### config.mk
export PLATFORM = sky130hd
export DESIGN_NAME = tccw_ctrl
export DESIGN_NICKNAME = d
export VERILOG_FILES = /design/src/hw/rtl/tccw_pkg.sv /design/src/hw/rtl/tccw_ctrl.sv
export SDC_FILE = /design/constraint.sdc
export NUM_CORES = 1
export LEC_CHECK = 0
export BUFFER_PORTS_ARGS = -buffer_cell sky130_fd_sc_hd__buf_4
export CORE_MARGIN = 5
export CORE_UTILIZATION = 25
export DETAILED_ROUTE_END_ITERATION = 16
export PLACE_DENSITY = 0.54
export SYNTH_ARGS = -nofsm -noshare
export SYNTH_HDL_FRONTEND = slang
export SYNTH_SLANG_ARGS = --single-unit
### constraint.sdc
create_clock -name clk -period 1.69 [get_ports clk]
set_clock_uncertainty 0.15 [all_clocks]
set_input_delay 0.0845 -clock clk [delete_from_list [all_inputs] [get_ports clk]]
set_output_delay 0.0845 -clock clk [all_outputs]
set_load 0.005 [all_outputs]
### src/hw/rtl/tccw_pkg.sv
// Shared constants, codes and control structures of the text console cursor writer.
`timescale 1ns / 1ps

package tccw_pkg;

	// Operation codes carried by the request beat.
	localparam logic [1:0] OP_PRINT = 2'd0;
	localparam logic [1:0] OP_CLEAR = 2'd1;
	localparam logic [1:0] OP_RESET = 2'd2;
	localparam logic [1:0] OP_READ  = 2'd3;

	// Character codes with a meaning of their own.
	localparam logic [7:0] CH_SPACE   = 8'h20;
	localparam logic [7:0] CH_NEWLINE = 8'd10;
	localparam logic [7:0] CH_RETURN  = 8'd13;
	localparam logic [7:0] CH_TAB     = 8'd9;

	localparam logic [7:0] DEFAULT_ATTR = 8'h07;
	localparam int         TAB_STOP     = 4;

	// Register index, taken from bit 2 of the byte address.
	localparam logic REG_TEXT_ATTR = 1'b0;

	// Source of the data written into the screen store.
	localparam logic [1:0] WSRC_FILL   = 2'd0;
	localparam logic [1:0] WSRC_SCROLL = 2'd1;
	localparam logic [1:0] WSRC_PUT    = 2'd2;

	typedef struct packed {
		logic       take_req;
		logic       mem_we;
		logic [1:0] wsel;
		logic       fill_dflt;
		logic       rd_read;
		logic       rd_scroll;
		logic       cnt_clr;
		logic       cnt_inc;
		logic       home;
		logic       row_inc;
		logic       col_zero;
		logic       col_inc;
		logic       out_load;
	} tccw_cmd_t;

	typedef struct packed {
		logic [1:0] op;
		logic       is_nl;
		logic       is_cr;
		logic       is_tab;
		logic       col_full;
		logic       row_last;
		logic       fill_last;
		logic       scroll_last;
		logic       tab_stop;
		logic       out_free;
	} tccw_sts_t;

endpackage

### src/hw/rtl/tccw_ctrl.sv
// Controller state machine sequencing each operation over the datapath.
`timescale 1ns / 1ps

module tccw_ctrl (
	input  logic               clk,
	input  logic               arst_n,
	input  logic               req_valid,
	output logic               req_ready,
	input  tccw_pkg::tccw_sts_t sts,
	output tccw_pkg::tccw_cmd_t cmd
);

	localparam logic [3:0] ST_INIT = 4'd0;
	localparam logic [3:0] ST_IDLE = 4'd1;
	localparam logic [3:0] ST_DISP = 4'd2;
	localparam logic [3:0] ST_FILL = 4'd3;
	localparam logic [3:0] ST_SCRD = 4'd4;
	localparam logic [3:0] ST_SCWR = 4'd5;
	localparam logic [3:0] ST_PUT  = 4'd6;
	localparam logic [3:0] ST_EMIT = 4'd7;

	logic [3:0] state_q, state_d;
	logic       pend_q, pend_d;

	always_ff @(posedge clk or negedge arst_n) begin
		if (!arst_n) begin
			state_q <= ST_INIT;
			pend_q  <= 1'b0;
		end else begin
			state_q <= state_d;
			pend_q  <= pend_d;
		end
	end

	always_comb begin
		state_d   = state_q;
		pend_d    = pend_q;
		cmd       = '0;
		req_ready = 1'b0;
		case (state_q)
			ST_INIT: begin
				// Power-up pass: every cell gets a space in the default colour.
				cmd.mem_we    = 1'b1;
				cmd.wsel      = tccw_pkg::WSRC_FILL;
				cmd.fill_dflt = 1'b1;
				cmd.cnt_inc   = 1'b1;
				if (sts.fill_last) begin
					state_d = ST_IDLE;
				end
			end
			ST_IDLE: begin
				req_ready = 1'b1;
				if (req_valid) begin
					cmd.take_req = 1'b1;
					state_d      = ST_DISP;
				end
			end
			ST_DISP: begin
				case (sts.op)
					tccw_pkg::OP_PRINT: begin
						if (sts.is_nl) begin
							cmd.col_zero = 1'b1;
							if (sts.row_last) begin
								cmd.cnt_clr = 1'b1;
								pend_d      = 1'b0;
								state_d     = ST_SCRD;
							end else begin
								cmd.row_inc = 1'b1;
								state_d     = ST_EMIT;
							end
						end else if (sts.is_cr) begin
							cmd.col_zero = 1'b1;
							state_d      = ST_EMIT;
						end else if (sts.col_full) begin
							// A full line wraps before anything is written.
							cmd.col_zero = 1'b1;
							if (sts.row_last) begin
								cmd.cnt_clr = 1'b1;
								pend_d      = 1'b1;
								state_d     = ST_SCRD;
							end else begin
								cmd.row_inc = 1'b1;
								state_d     = ST_PUT;
							end
						end else begin
							state_d = ST_PUT;
						end
					end
					tccw_pkg::OP_CLEAR, tccw_pkg::OP_RESET: begin
						cmd.home    = 1'b1;
						cmd.cnt_clr = 1'b1;
						state_d     = ST_FILL;
					end
					default: begin
						cmd.rd_read = 1'b1;
						state_d     = ST_EMIT;
					end
				endcase
			end
			ST_FILL: begin
				cmd.mem_we    = 1'b1;
				cmd.wsel      = tccw_pkg::WSRC_FILL;
				cmd.fill_dflt = (sts.op == tccw_pkg::OP_RESET);
				cmd.cnt_inc   = 1'b1;
				if (sts.fill_last) begin
					state_d = ST_EMIT;
				end
			end
			ST_SCRD: begin
				cmd.rd_scroll = 1'b1;
				state_d       = ST_SCWR;
			end
			ST_SCWR: begin
				cmd.mem_we  = 1'b1;
				cmd.wsel    = tccw_pkg::WSRC_SCROLL;
				cmd.cnt_inc = 1'b1;
				if (sts.scroll_last) begin
					state_d = pend_q ? ST_PUT : ST_EMIT;
				end else begin
					state_d = ST_SCRD;
				end
			end
			ST_PUT: begin
				cmd.mem_we  = 1'b1;
				cmd.wsel    = tccw_pkg::WSRC_PUT;
				cmd.col_inc = 1'b1;
				if (!sts.is_tab || sts.tab_stop) begin
					state_d = ST_EMIT;
				end
			end
			ST_EMIT: begin
				if (sts.out_free) begin
					cmd.out_load = 1'b1;
					state_d      = ST_IDLE;
				end
			end
			default: begin
				state_d = ST_IDLE;
			end
		endcase
	end

endmodule

==> results by group <==
Outcome
  – Status: complete, but fails checks
  – Failing checks: negative setup slack

Synthesis
  – Post-synth top area share: 19.00%
  – Mapped Nets: 88
  – Synth warnings: 0
  – Sequential share of the synthesized area: 19.00%
  – Seq cells post-synth: 4
  – Distinct cells, synth: 33
  – Area of the mapped netlist: around 530 µm²
  – Fraction of registers with async set/reset: 100.0%
  – Dominant cell type by area after synthesis: dfrtp_1
  – Number of synthesized flops with an enable pin: 0
  – Most used flip-flop cell after synthesis: dfrtp_1
  – Syn Area/Cell: around 7.4 µm²
  – Dominant cells by area after synthesis: dfrtp_1 19%, ha_1 7.1%, inv_1 5.0%
  – Syn Inst Count: 71

Global routing
  – Met2 GRT Util: 16.89%
  – Vias in the first global route: between 600 and 700
  – Largest net degree at the start of global routing: 11
  – Initial antenna violation count: 0
  – GR Util All Layers: 10.30%
  – Layer with the highest usage: met2
  – Grt met3 use: 4.176%
  – First-pass GRT wire length: 2642 µm
  – Met1 usage in global routing: 12.71%
  – GRT Residual Overflow: 0

Routing
  – Routed wire length: 1949 µm
  – Vias/cell: 4.759
  – DR vias: 690
  – 1st-iter DRT viols: 35
  – Wire per inst: 13.44 µm
  – Antenna Nets Post-Route: 0
  – DR pass1 iterations: 4
  – DRC violations left: 0

Timing
  – Final-report setup violation count: 1
  – Final Hold Vio Count: 0
  – Min cycle time layout: 1694 ps
  – Period utilization: 100.3%
  – Worst hold slack: between 30 and 40 ps
  – Max_slew headroom: 76.76%
  – Count of pins over their slew limit: 0
  – Worst-Margin Slew: 343.2 ps
  – RSZ-0062 raised after global routing: true
  – Max Freq: roughly 0.59 GHz
  – Final setup margin: -4.337 ps

Pwr
  – Maximum vdd drop: 0.7754 mV
  – LEAKAGE: 0.5281 nW
  – Total power per unit cell area: 1370 nW/µm²

Worst setup path
  – CP cell instances: buf_4 -> buf_4 -> and2b_1 -> a221o_1 -> a21oi_2 -> o2bb2ai_1
  – CP max stage delay: 430 ps
  – Critical path type: flip-flop to flip-flop
  – Critical Path AT: 1650 ps
  – CP max FO: 9
  – Critical Path RT: 1650 ps
  – Worst setup SP type: flip-flop
  – Crit-path leading delay family: compound AO/OA/AOI/OAI gates
  – CP most frequent cell: buf_4
  – Worst path bufs/invs: 2
  – Reg2Reg Depth: 6
  – CP Depth: 6
  – CP Capture Type: flip-flop
  – Slowest CP cell: dfrtp_2

Clock tree
  – CTS tree: yes
  – Depth of the CTS H-tree: 1
  – CTS sink count: 4
  – Total clock buffers created by CTS: 3
  – Clk root buf: clkbuf_4
  – Clock latency on the worst-skew pair: 230 ps
  – Worst-path clk slew: 40 ps
  – Clock buffer depth: 2

Layout
  – FILL cells: 187
  – Commonest non-fill, non-tap cells in the layout: 41 x buf_4, 7 x inv_1, 4 x o21ai_0
  – N_diodes: 0
  – Commonest non-fill, non-tap cell in the layout: buf_4
  – Design Area, Final: ~1000 µm²
  – Fin cells: 145
  – Nets: 137
  – Share of cells above drive strength 1: 55.08%
  – Fin util: roughly half
  – Area growth syn-to-layout: 94.30%

Die
  – Total die area: 3125 µm²
  – Row count: 16
  – I/O pins: 29
  – Core Area: 1982 µm²
  – Initial Util: 26.58%
  – Die span in y: about 56 µm
  – Die span in x: 55.90 µm

Placement
  – Port-buffer cells: 28
  – Dpl cell area: about 780 µm²
  – Inst Count DP: ~130
  – Post-DP HPWL: ~1200 µm
  – RePlAce Congestion: 0.7130
  – Pre-CTS setup slack: 19.78 ps

Min path
  – Hold crit path type: primary input to asynchronous set/reset pin

Run
  – Max Cap Viol: 0
[cell usage after synthesis, types with 2 or more instances]
cell	count
nand2b_1	2
ha_1	3
a21oi_1	3
nand2_1	3
inv_1	7
and2b_1	2
a31oi_1	2
nand3_1	3
dfrtp_1	4
nor2_1	5
nor2b_1	3
or3_1	2
and2_1	3
or2_2	2
and3_1	4
o21ai_0	5
and3b_1	2
[cell families after synthesis]
family | after synthesis | share of synthesized area [%]
AO/OA/AOI/OAI | 17 | 22.33
XOR/XNOR | 1 | 1.663
adder cells (fa/ha/maj) | 3 | 7.127
buffers and inverters | 11 | 9.737
flip-flops | 4 | 19.00
multiplexers | 1 | 1.900
AND/OR/NAND/NOR | 34 | 38.24
[state kept, by name, indices dropped and copies added (netlist names)]
register / flops
pend_q: 1
state_q: 3
[worst reg2reg max path, stage by stage (launching register included)]
cell and delay [ps]:
dfrtp_2 430, buf_4 160, buf_4 150, and2b_1 190
a221o_1 280, a21oi_2 130, o2bb2ai_1 80
[metal layers]
| metal | part of all wire, % | vias up |
|---|---|---|
| li1 | - | 344 |
| met1 | 43 | 319 |
| met2 | 49 | 25 |
| met3 | 6.5 | 2 |
| met4 | 1.4 | 0 |
| met5 | 0 | - |
[metrics by stage]
| step | setup TNS (ps) | power (mW) |
|---|---|---|
| floorplan | 0 | 0.6318 |
| global placement | 0 | 0.9331 |
| detailed placement | 0 | 0.9355 |
| CTS | -31.94 | 1.140 |
| global route | -115.8 | 1.513 |
| finish | -4.337 | 1.402 |
[power by group]
part	leakage [nW]	internal, mW	total, mW	switching [mW]
clock network	0.0138	0.0795	0.119	0.0391
logic	0.474	0.604	1.06	0.455
registers	0.0404	0.146	0.224	0.0775
[path summary, 6_finish.rpt]
kind                                        start                     end  slack, ps
setup / recovery           state_q[2]$_DFFE_PN0P_  state_q[1]$_DFFE_PN0P_         -4
hold / removal                             arst_n  state_q[1]$_DFFE_PN0P_         30
setup reg to reg           state_q[2]$_DFFE_PN0P_  state_q[1]$_DFFE_PN0P_         -4
hold reg to reg                pend_q$_DFFE_PN0P_      pend_q$_DFFE_PN0P_        390
max in group asynchronous                  arst_n  state_q[2]$_DFFE_PN0P_       1250
min in group clk                           sts[0]  state_q[2]$_DFFE_PN0P_         50
[cell type report]
class                           count  area, µm²  share of cell area, %
Tap cell                           27      33.78                  3.301
Sequential cell                     4      103.9                  10.15
Timing Repair Buffer               48      376.6                  36.80
Clock buffer                        3      22.52                  2.200
Multi-Input combinational cell     56      460.4                  44.99
Inverter                            7      26.28                  2.567
[timing repair]
| item | in CTS | in global routing |
|---|---|---|
| resized for setup | 7 | 21 |
| hold endpoints to repair | 6 | 0 |
| pin swaps | 0 | 7 |
| hold buffers | 3 | 0 |
| endpoints found under the setup margin | 6 | 5 |
| setup buffers | 3 | 10 |
Power figures use the tool's default switching activity.
